## config.mk

```make
export PLATFORM = sky130hd
export DESIGN_NAME = sfla_byte_tracker
export DESIGN_NICKNAME = d
export VERILOG_FILES = /design/src/sv/sfla_pkg.sv /design/src/sv/sfla_byte_tracker.sv
export SDC_FILE = /design/constraint.sdc
export NUM_CORES = 1
export LEC_CHECK = 0
export ABC_AREA = 1
export BUFFER_PORTS_ARGS = -buffer_cell sky130_fd_sc_hd__buf_2
export CAP_MARGIN = 20
export CORE_MARGIN = 4
export CORE_UTILIZATION = 67
export CTS_BUF_LIST = sky130_fd_sc_hd__clkbuf_8
export CTS_CLUSTER_DIAMETER = 150
export DETAILED_ROUTE_END_ITERATION = 6
export PLACE_DENSITY = 0.95
export SYNTH_ARGS = -nofsm -noshare
export SYNTH_HDL_FRONTEND = slang
export SYNTH_SLANG_ARGS = --single-unit
export TNS_END_PERCENT = 10
```

## constraint.sdc

```tcl
create_clock -name clk -period 5.7 [get_ports clk]
set_input_delay 0.57 -clock clk [delete_from_list [all_inputs] [get_ports clk]]
set_output_delay 0.57 -clock clk [all_outputs]
set_load 0.1 [all_outputs]
```

## src/sv/sfla_pkg.sv

```systemverilog
`timescale 1ns / 1ps

package sfla_pkg;

	localparam int SLOT_W        = 12;
	localparam int CNT_W         = 13;
	localparam int BYTES_W       = 48;
	localparam int DEF_MAX_SLOTS = 4096;

	localparam logic [CNT_W-1:0] SLOT_COUNT_RST = 13'd4096;

	localparam logic [1:0] KIND_ALLOC   = 2'd0;
	localparam logic [1:0] KIND_RELEASE = 2'd1;
	localparam logic [1:0] KIND_ADJUST  = 2'd2;

	// request to the byte tracker, issued on the accept cycle
	typedef struct packed {
		logic        load;
		logic [32:0] addend;    // two's complement, sign in bit 32
	} byte_cmd_t;

endpackage

```

## src/sv/sfla_byte_tracker.sv

```systemverilog
`timescale 1ns / 1ps

module sfla_byte_tracker (
	input  logic                           clk,
	input  logic                           arst_n,
	input  sfla_pkg::byte_cmd_t            cmd,
	input  logic                           commit,
	output logic [sfla_pkg::BYTES_W-1:0]   total_next,
	output logic [sfla_pkg::BYTES_W-1:0]   peak_next
);
	import sfla_pkg::*;

	localparam logic [BYTES_W-1:0] TOTAL_MAX = '1;

	logic [BYTES_W-1:0] total_q;
	logic [BYTES_W-1:0] peak_q;
	logic [BYTES_W-1:0] sum_s1;
	logic [BYTES_W+1:0] sum_wide;
	logic [BYTES_W-1:0] sum_sat;

	// two guard bits: top one flags below zero, next flags above max
	always_comb begin
		sum_wide = {2'b00, total_q} + {{(BYTES_W - 31){cmd.addend[32]}}, cmd.addend};
		priority if (sum_wide[BYTES_W+1]) begin
			sum_sat = '0;
		end else if (sum_wide[BYTES_W]) begin
			sum_sat = TOTAL_MAX;
		end else begin
			sum_sat = sum_wide[BYTES_W-1:0];
		end
	end

	always_ff @(posedge clk) begin
		if (cmd.load) begin
			sum_s1 <= sum_sat;
		end
	end

	assign total_next = sum_s1;
	assign peak_next  = (sum_s1 > peak_q) ? sum_s1 : peak_q;

	always_ff @(posedge clk or negedge arst_n) begin
		if (!arst_n) begin
			total_q <= '0;
			peak_q  <= '0;
		end else if (commit) begin
			total_q <= total_next;
			peak_q  <= peak_next;
		end
	end

endmodule

```

After elaboration in Yosys (flattened, before gate mapping). Cells that the tools add are included.

Register bits after elaboration: 144. Input port bits: 37. Output and inout bits: 96. Word-level logic and storage cells: 7.

Add/sub/neg operators: 1. Magnitude comparators: 1. Muxes and demuxes: 2.

Operators with widths (number): $mux W48 (2); $add A49 B33 Y50 (1); $gt A48 B48 Y1 (1).

Depth between registers and ports, before layout. Gate-level depths: netlist of the first run.

Depth in word-level cells: 2. Depth in mapped cells: 19. Gate-level depth less buffers: 17.

Worst setup path before layout of the first run. OpenSTA, ideal clock, no wires.

Path kind: register -> output. From: reg sum_s1[27] (netlist: total_next[27]). To: out peak_next[37] (netlist bit). Arrival time: 3083 ps. Data required time: 5130 ps. Setup slack: 2047 ps. Stages on the path, launching flop included: 13. Path buffers: 2. Cells stage by stage: edfxtp_1 ha_1 nand2_1 inv_1 nand3_1 nor3_2 nand2_1 nor3_1 nand2_1 buf_2 buf_1 nand3_1 and2_1.

Longest elaborated chain between the ends: 2.

Ends and longest elaborated chain: start, declared (RTL line sfla_byte_tracker.sv:17) `logic [BYTES_W-1:0] sum_s1;`; start signal, assigned (RTL line sfla_byte_tracker.sv:35) `sum_s1 <= sum_sat;`; $gt A48 B48 Y1 (RTL line sfla_byte_tracker.sv:40) `assign peak_next = (sum_s1 > peak_q) ? sum_s1 : peak_q;`; $mux W48 (RTL line sfla_byte_tracker.sv:40); end, declared (RTL line sfla_byte_tracker.sv:9) `output logic [sfla_pkg::BYTES_W-1:0] peak_next`.

No other way between the ends.

Final worst setup path of the first run.
From: reg sum_s1[18] (netlist: total_next[18]). To: out peak_next[9] (netlist bit).

Same word-level chain as after synthesis.

==> results of run 1 <==
worst min path at each step:
stage / from / endpoint / cells past startpoint / slack (ns)
after detailed placement: peak_q[44] / peak_q[44] / 2 / 0.46
after global placement: peak_q[42] / peak_q[42] / 2 / 0.46
final: arst_n / peak_q[16] / 1 / 0.04
after CTS: arst_n / peak_q[16] / 1 / 0.06
after floorplan: arst_n / peak_q[0] / 0 / 0.27
after global routing: arst_n / peak_q[16] / 1 / 0.06
per-stage QoR:
step / hold slack [ns] / instances / worst slack (ns) / utilization / area (um2)
2_1_floorplan: 0.274 / 1786 / 2.05 / - / 11900
3_3_place_gp: 0.461 / 2110 / 1.79 / 0.734 / 12700
3_5_place_dp: 0.465 / 2110 / 1.64 / 0.734 / 12700
4_1_cts: 0.0578 / 2142 / 1.12 / 0.756 / 13100
5_1_grt: 0.0644 / 2143 / 0.787 / 0.757 / 13100
6_report: 0.0398 / 2143 / 0.958 / 0.757 / 13100
state kept, by name, indices dropped and copies added, names as in the netlist:
name	cells
peak_q	48
total_next	48
total_q	48
cells by family (layout without fill, tap and decap cells):
family / after synthesis / in the layout / synth area share
fa+ha+maj: 98 / 98 / 0.103
flops: 144 / 144 / 0.322
xor+xnor: 29 / 29 / 0.0213
buf+inv: 355 / 487 / 0.118
simple gates: 994 / 994 / 0.355
compound gates: 166 / 166 / 0.0810
worst reg2reg max path, delay by kind of cell (launching register included):
kind	cells	cell delay, ns
AND/OR/NAND/NOR	10	2.14
buffers and inverters	2	0.47
adder cells (fa/ha/maj)	1	0.34
flip-flops	1	0.49
final cells by class:
| class | count | area (um2) | share of cell area |
|---|---|---|---|
| sequential | 144 | 3840 | 0.292 |
| timing repair buffer | 145 | 781 | 0.0594 |
| tap | 225 | 282 | 0.0214 |
| clock buffer | 17 | 234 | 0.0178 |
| multi-input combinational | 1287 | 6700 | 0.510 |
| inverter | 310 | 1160 | 0.0886 |
| clock inverter | 15 | 141 | 0.0108 |
cells in the mapped netlist, types with 2 or more instances:
cell type	n	area, um2
buf_4	4	30.0
clkbuf_1	22	82.6
xnor2_1	20	175
nor2_4	4	45.0
buf_6	4	45.0
nand2_2	11	68.8
a21oi_2	22	193
ha_1	97	1210
o21ai_0	56	280
nand3_2	3	30.0
inv_1	284	1070
nand4_1	13	81.3
nor2_1	114	428
o21bai_1	6	45.0
buf_2	12	60.1
buf_1	2	7.51
dfrtp_1	96	2400
nor3_2	2	20.0
nand3b_1	15	113
o21a_1	3	22.5
and2_1	50	313
nand2_1	638	2390
a21oi_1	71	355
xor2_1	9	78.8
nand3_1	126	631
inv_2	25	93.8
nor3_1	9	45.0
nor2_2	6	37.5
edfxtp_1	48	1440
a21o_1	4	30.0
metal layers:
metal | GRT usage | up-vias
li1 | - | 5802
met1 | 0.537 | 5519
met2 | 0.592 | 844
met3 | 0.105 | 137
met4 | 0.130 | 0
met5 | 0 | -
==> flow_summary.yaml, run 1 <==
yosys:
  synth_area_mm2: 0.0119
  synth-seq-cells: 144
  synth_edf_count: 48
  seq_area_frac_synth: 0.322
  ys_types: 40
  postSynthAreaPerCell_um2: 6.69
  yosysWarnings: 0
  synth_ff_type: "dfrtp_1"
  syn_nets: 1921
  async_reset_ff_frac: 0.667
  syn-instance-count: 1786
global_route:
  antenna_found_initial: 0
  grt_overflow: 0
  grt_max_degree: 83
  track_usage: 0.387
  first_global_vias: 11800
  grt_first_pass_wirelength_um: 60800
layout:
  layout_common_cells: "637 x nand2_1, 284 x inv_1, 131 x buf_2, 126 x nand3_1, 114 x nor2_1"
  drive_gt1_frac: 0.134
  nets: 2040
  fillers: 1295
  area_growth_pct: 10.1
  diodes: 0
  final_common_cell: "nand2_1"
route:
  top_layer_used: "met4"
  first_iter_violations: 1380
  wl_met3_um: 5370
  vias: 12300
  drt-total-wl_um: 38500
  drc_errors: 0
  detail_route.vias_per_cell: 5.74
  avgRoutedWirePerCell_um: 18.0
  wl_met1_um: 15200
  final_antenna_net_count: 0
  drt-pass1-iter-count: 6
  wl_met2_um: 16700
placed_design:
  portBuffers: 132
  place_congestion: 0.998
  hpwl_um: 30000
critical_path:
  cpMostUsedCell: "nand2_1"
  worst-path-max-fanout: 36
  slowest_stage: "nand2_1"
  critPathRequiredTime_ns: 5.13
  path_class: "reg2out"
  ff2ff_path_depth: 13
  rrSetupSlack_ns: 2.16
  crit_path_start_kind: "flop"
  path_cells: "ha_1 > nand2_1 > inv_1 > nand3_1 > nor3_1 > nand2_1 > nor3_1 > nand2_1 > nand2_1 > buf_4 > nand2_1 > and2_1 > buf_2"
  critPathLaunch: "total_next[18]"
  reg2reg_from: "total_next[18]"
  worst-path-stages: 13
  slowest_delay_ns: 0.61
  cp-end-kind: "output pin"
  cp-endpoint: "peak_next[9]"
  crit_buf_inv: 3
  arrival_ns: 4.17
  r2r_end: "peak_q[16]"
  critical_path.top_delay_family: "simple AND/OR/NAND/NOR gates"
cts:
  cts_resized: 0
  clock_sinks: 144
  postCtsSetupBuffers: 0
  cts_tree: "yes"
  clk_pin_slew_ns: 0.11
  clockBufferDepth: 2
  clk_latency_ns: 0.47
  cts_hold_buf: 0
  cts_buffers: 17
  cts_max_level: 4
  cts-root-buf: "clkbuf_8"
floorplan:
  die-area_mm2: 0.0200
  start_util: 0.688
  pin_count: 133
  core-area_mm2: 0.0174
  die_w_um: 142
  chipHeight_um: 142
  core.rowCount: 48
timing:
  fin_setup_tns_ns: 0
  rsz0062_at_grt: "false"
  max_slew_margin: 0.330
  min_period_over_period: 0.832
  setup_violations: 0
  max_freq_mhz: 211
  timing.final.hold_violations: 0
  drv_slew: 0
  tightest_slew_ns: 1.00
  final.setup_skew_ns: 0.0236
  min_period_ns: 4.74
job:
  drv_cap: 0
min_path:
  hp-class: "in2async"
run_status:
  outcome: "finished clean"
Power of run 1 is not shown: default switching activity piles up to over one toggle a cycle in this logic, so the estimate is an artifact.
==> run 2: changes to the inputs <==
Settings changed: CORE_UTILIZATION 67 to 56, PLACE_DENSITY 0.95 to 0.87.
Clock period 5.7 ns to 3.8 ns, I/O delays scaled along.
==> flow_summary.yaml, run 2 (synthesis gave the netlist of run 1 again) <==
cts:
  clk_pin_slew_ns: 0.10
  clockBufferDepth: 2
  clock_sinks: 144
  clk_latency_ns: 0.48
  cts-root-buf: "clkbuf_8"
  cts_tree: "yes"
  cts_buffers: 17
  cts_max_level: 4
floorplan:
  start_util: 0.568
  core.rowCount: 53
  core-area_mm2: 0.0210
  chipHeight_um: 154
  die_w_um: 154
  pin_count: 133
  die-area_mm2: 0.0237
layout:
  diodes: 0
  layout_common_cells: "636 x nand2_1, 284 x inv_1, 126 x nand3_1, 114 x nor2_1, 97 x ha_1"
  fillers: 1860
  drive_gt1_frac: 0.135
  area_growth_pct: 14.4
  regArea_mm2: 0.00384
  final_area_mm2: 0.0137
  finalNonFillerCells: 2194
  final_common_cell: "nand2_1"
  multi_input_area_mm2: 0.00670
  nets: 2041
  post-route-util: 0.650
timing:
  rsz0062_at_grt: "true"
  min_period_over_period: 0.962
  tightest_slew_ns: 0.777
  drv_slew: 0
  final.setup_skew_ns: 0.0208
  timing.final.hold_violations: 0
  max_slew_margin: 0.482
  min_period_ns: 3.66
  setup_violations: 0
  max_freq_mhz: 274
job:
  drv_cap: 0
critical_path:
  cpMostUsedCell: "nand2_1"
  crit_path_start_kind: "flop"
  crit_buf_inv: 3
  path_cells: "ha_1 > nand2_1 > nor2_1 > nand2_1 > inv_1 > nand4_1 > nor2_1 > nand2_1 > nand3_2 > buf_6 > nand3_1 > and2_1 > clkbuf_4"
  arrival_ns: 3.28
  critical_path.top_delay_family: "simple AND/OR/NAND/NOR gates"
  slowest_stage: "edfxtp_1"
  worst-path-max-fanout: 48
  cp-end-kind: "output pin"
  slowest_delay_ns: 0.53
  critPathRequiredTime_ns: 3.42
  path_class: "reg2out"
global_route:
  grt_first_pass_wirelength_um: 59400
  track_usage: 0.313
  grt_max_degree: 82
  antenna_found_initial: 0
  first_global_vias: 11500
  grt_overflow: 0
placed_design:
  dp_cells: 2160
  place_congestion: 0.990
  hpwl_um: 28600
  dpl-instance-area_mm2: 0.0131
  portBuffers: 132
route:
  drt-pass1-iter-count: 7
  detail_route.vias_per_cell: 5.38
  vias: 11800
  final_antenna_net_count: 0
  drc_errors: 1
  drt-total-wl_um: 36700
  avgRoutedWirePerCell_um: 16.7
  first_iter_violations: 1010
run_status:
  outcome: "finished, violations left"
  violations: "design-rule violations"
min_path:
  hp-class: "in2async"
run 2: changes by cell type in the layout (fill, tap and decap cells not counted), sizes merged:
cell / change
buf: -28
bufinv: +2
clkbuf: +32
clkinv: -1
clkinvlp: +2
dlygate4sd3: +1
inv: -7
run 2: cell type report:
| class | count | share of cell area |
|---|---|---|
| Tap cell | 275 | 0.0252 |
| Inverter | 310 | 0.0853 |
| Clock buffer | 21 | 0.0212 |
| Sequential cell | 144 | 0.281 |
| Clock inverter | 11 | 0.00953 |
| Timing Repair Buffer | 146 | 0.0865 |
| Multi-Input combinational cell | 1287 | 0.491 |
run 2: worst paths after layout:
path | from | end | slack (ns) | depth (start not counted)
min in group clk | cmd[0] | total_next[0] | 0.37 | 4
max reg2reg | total_q[0] | total_next[20] | 0.99 | 13
max | total_next[47] | peak_next[18] | 0.14 | 13
min reg2reg | peak_q[37] | peak_q[37] | 0.49 | 2
max in group asynchronous | arst_n | total_q[42] | 2.41 | 4
min | arst_n | peak_q[12] | 0.36 | 2
run 2: routing by layer:
layer	vias up	wire length (um)	share of wire	global-route usage
met5	-	0	0	0
met4	0	1560	0.042	0.130
met3	91	2400	0.065	0.0515
met2	446	17400	0.47	0.520
met1	5478	15300	0.42	0.405
li1	5791	-	-	-
run 2: stage by stage:
| step | TNS, ns | hold WS, ns | setup slack (ns) |
|---|---|---|---|
| floorplan | 0 | 0.0844 | 0.337 |
| global placement | 0 | 0.461 | 0.436 |
| detailed placement | 0 | 0.465 | 0.339 |
| CTS | 0 | 0.0884 | 0.0450 |
| global route | -0.00565 | 0.385 | -0.00565 |
| finish | 0 | 0.359 | 0.145 |
run 2: timing repair:
item,in CTS,in global routing
gates resized for setup,1,30
buffers inserted,0,0
hold buffers,0,1
hold endpoints to repair,0,27
endpoints found under the setup margin,48,48
Power of run 2 is left out for the same reason.
==> run 3: changes to the inputs <==
Settings changed: CORE_ASPECT_RATIO set to 1.25, PLACE_DENSITY 0.87 to 0.82.
==> flow_summary.yaml, run 3 (synthesis gave the netlist of run 1 again) <==
timing:
  min_period_ns: 3.62
  drv_slew: 0
  max_slew_margin: 0.397
  setup_ws_ns: 0.177
  fin_setup_tns_ns: 0
  max_freq_mhz: 276
  min_period_over_period: 0.954
  tightest_slew_ns: 0.905
  timing.final.hold_violations: 0
  setup_violations: 0
  rsz0062_at_grt: "false"
  final.setup_skew_ns: 0.0278
layout:
  final_common_cell: "nand2_1"
  post-route-util: 0.650
  diodes: 0
  finalNonFillerCells: 2194
  area_growth_pct: 13.7
  layout_common_cells: "637 x nand2_1, 283 x inv_1, 126 x nand3_1, 114 x nor2_1, 108 x buf_2"
  drive_gt1_frac: 0.135
  nets: 2042
global_route:
  grt_max_degree: 64
  first_global_vias: 11500
  grt_first_pass_wirelength_um: 60000
  grt_overflow: 0
  track_usage: 0.321
  antenna_found_initial: 0
floorplan:
  die_w_um: 139
  start_util: 0.572
  chipHeight_um: 171
  die-area_mm2: 0.0237
  pin_count: 133
  core.rowCount: 59
  core-area_mm2: 0.0209
placed_design:
  portBuffers: 132
  hpwl_um: 30800
  dp_cells: 2162
  post-place-ws_ns: 0.749
  place_congestion: 1.04
route:
  final_antenna_net_count: 0
  avgRoutedWirePerCell_um: 17.4
  drt-total-wl_um: 38200
  drt-pass1-iter-count: 6
  first_iter_violations: 919
  vias: 11700
  drc_errors: 0
  detail_route.vias_per_cell: 5.36
cts:
  clk_latency_ns: 0.47
  clock_sinks: 144
  clk_pin_slew_ns: 0.11
  cts_resized: 0
  clockBufferDepth: 2
  cts_max_level: 4
  cts_hold_buf: 0
  cts_tree: "yes"
  cts-root-buf: "clkbuf_8"
  postCtsSetupBuffers: 0
  cts_buffers: 17
critical_path:
  critPathRequiredTime_ns: 3.42
  crit_path_start_kind: "flop"
  reg2reg_from: "total_q[0]"
  path_class: "reg2out"
  cp-end-kind: "output pin"
  rrSetupSlack_ns: 0.89
  ff2ff_path_depth: 14
  arrival_ns: 3.24
  worst-path-max-fanout: 27
  r2r_end: "total_next[47]"
run_status:
  outcome: "finished clean"
job:
  drv_cap: 0
min_path:
  hp-class: "in2async"
[run 3: cell count changes in the layout (fill, tap and decap cells not counted), moves of 4 or more]
| cell | change |
|---|---|
| buf_2 | +25 |
| buf_4 | +5 |
| inv_6 | +4 |
| clkbuf_4 | -28 |
| inv_8 | +4 |
| clkbuf_8 | -4 |
[run 3: how the worst max path moves through the flow]
stage | from | end | cells after the start
after floorplan | total_next[27] | peak_next[37] | 12
after global placement | total_next[47] | peak_next[43] | 14
after detailed placement | cmd[32] | total_next[47] | 10
after CTS | total_next[47] | peak_next[42] | 14
after global routing | total_next[47] | peak_next[41] | 14
final | total_next[47] | peak_next[42] | 14
[run 3: routing by layer]
| layer | GRT usage | routed length [um] | vias to the layer above | part of all wire |
|---|---|---|---|---|
| met3 | 0.0387 | 1920 | 84 | 0.050 |
| met1 | 0.372 | 14700 | 5447 | 0.39 |
| met2 | 0.597 | 19700 | 431 | 0.52 |
| met5 | 0 | 0 | - | 0 |
| li1 | - | - | 5787 | - |
| met4 | 0.146 | 1790 | 0 | 0.047 |
[run 3: per-stage QoR]
step,instance area [um2],hold slack [ns]
detailed placement,13200,0.465
global placement,13200,0.462
global route,13600,0.0574
CTS,13600,0.0340
finish,13600,0.0178
floorplan,11900,0.0844
[run 3: final cells by class]
type	instances	area [um2]
clock buffer	17	234
timing repair buffer	147	1130
multi-input combinational	1287	6700
clock inverter	15	163
sequential	144	3840
inverter	310	1160
tap	274	343
fill	1926	7310
[run 3: worst max-delay path, cell delays in order (launching register included)]
cell and delay, ns:
edfxtp_1 0.55, ha_1 0.37, nand2_1 0.08, nor2_1 0.14, nand2_1 0.10, inv_1 0.09, nand4_1 0.17, nor2_1 0.16
nand2_1 0.08, nand3_2 0.08, nand2_1 0.07, buf_4 0.23, nand2_1 0.12, and2_1 0.12, buf_2 0.42
Power of run 3 is left out for the same reason.
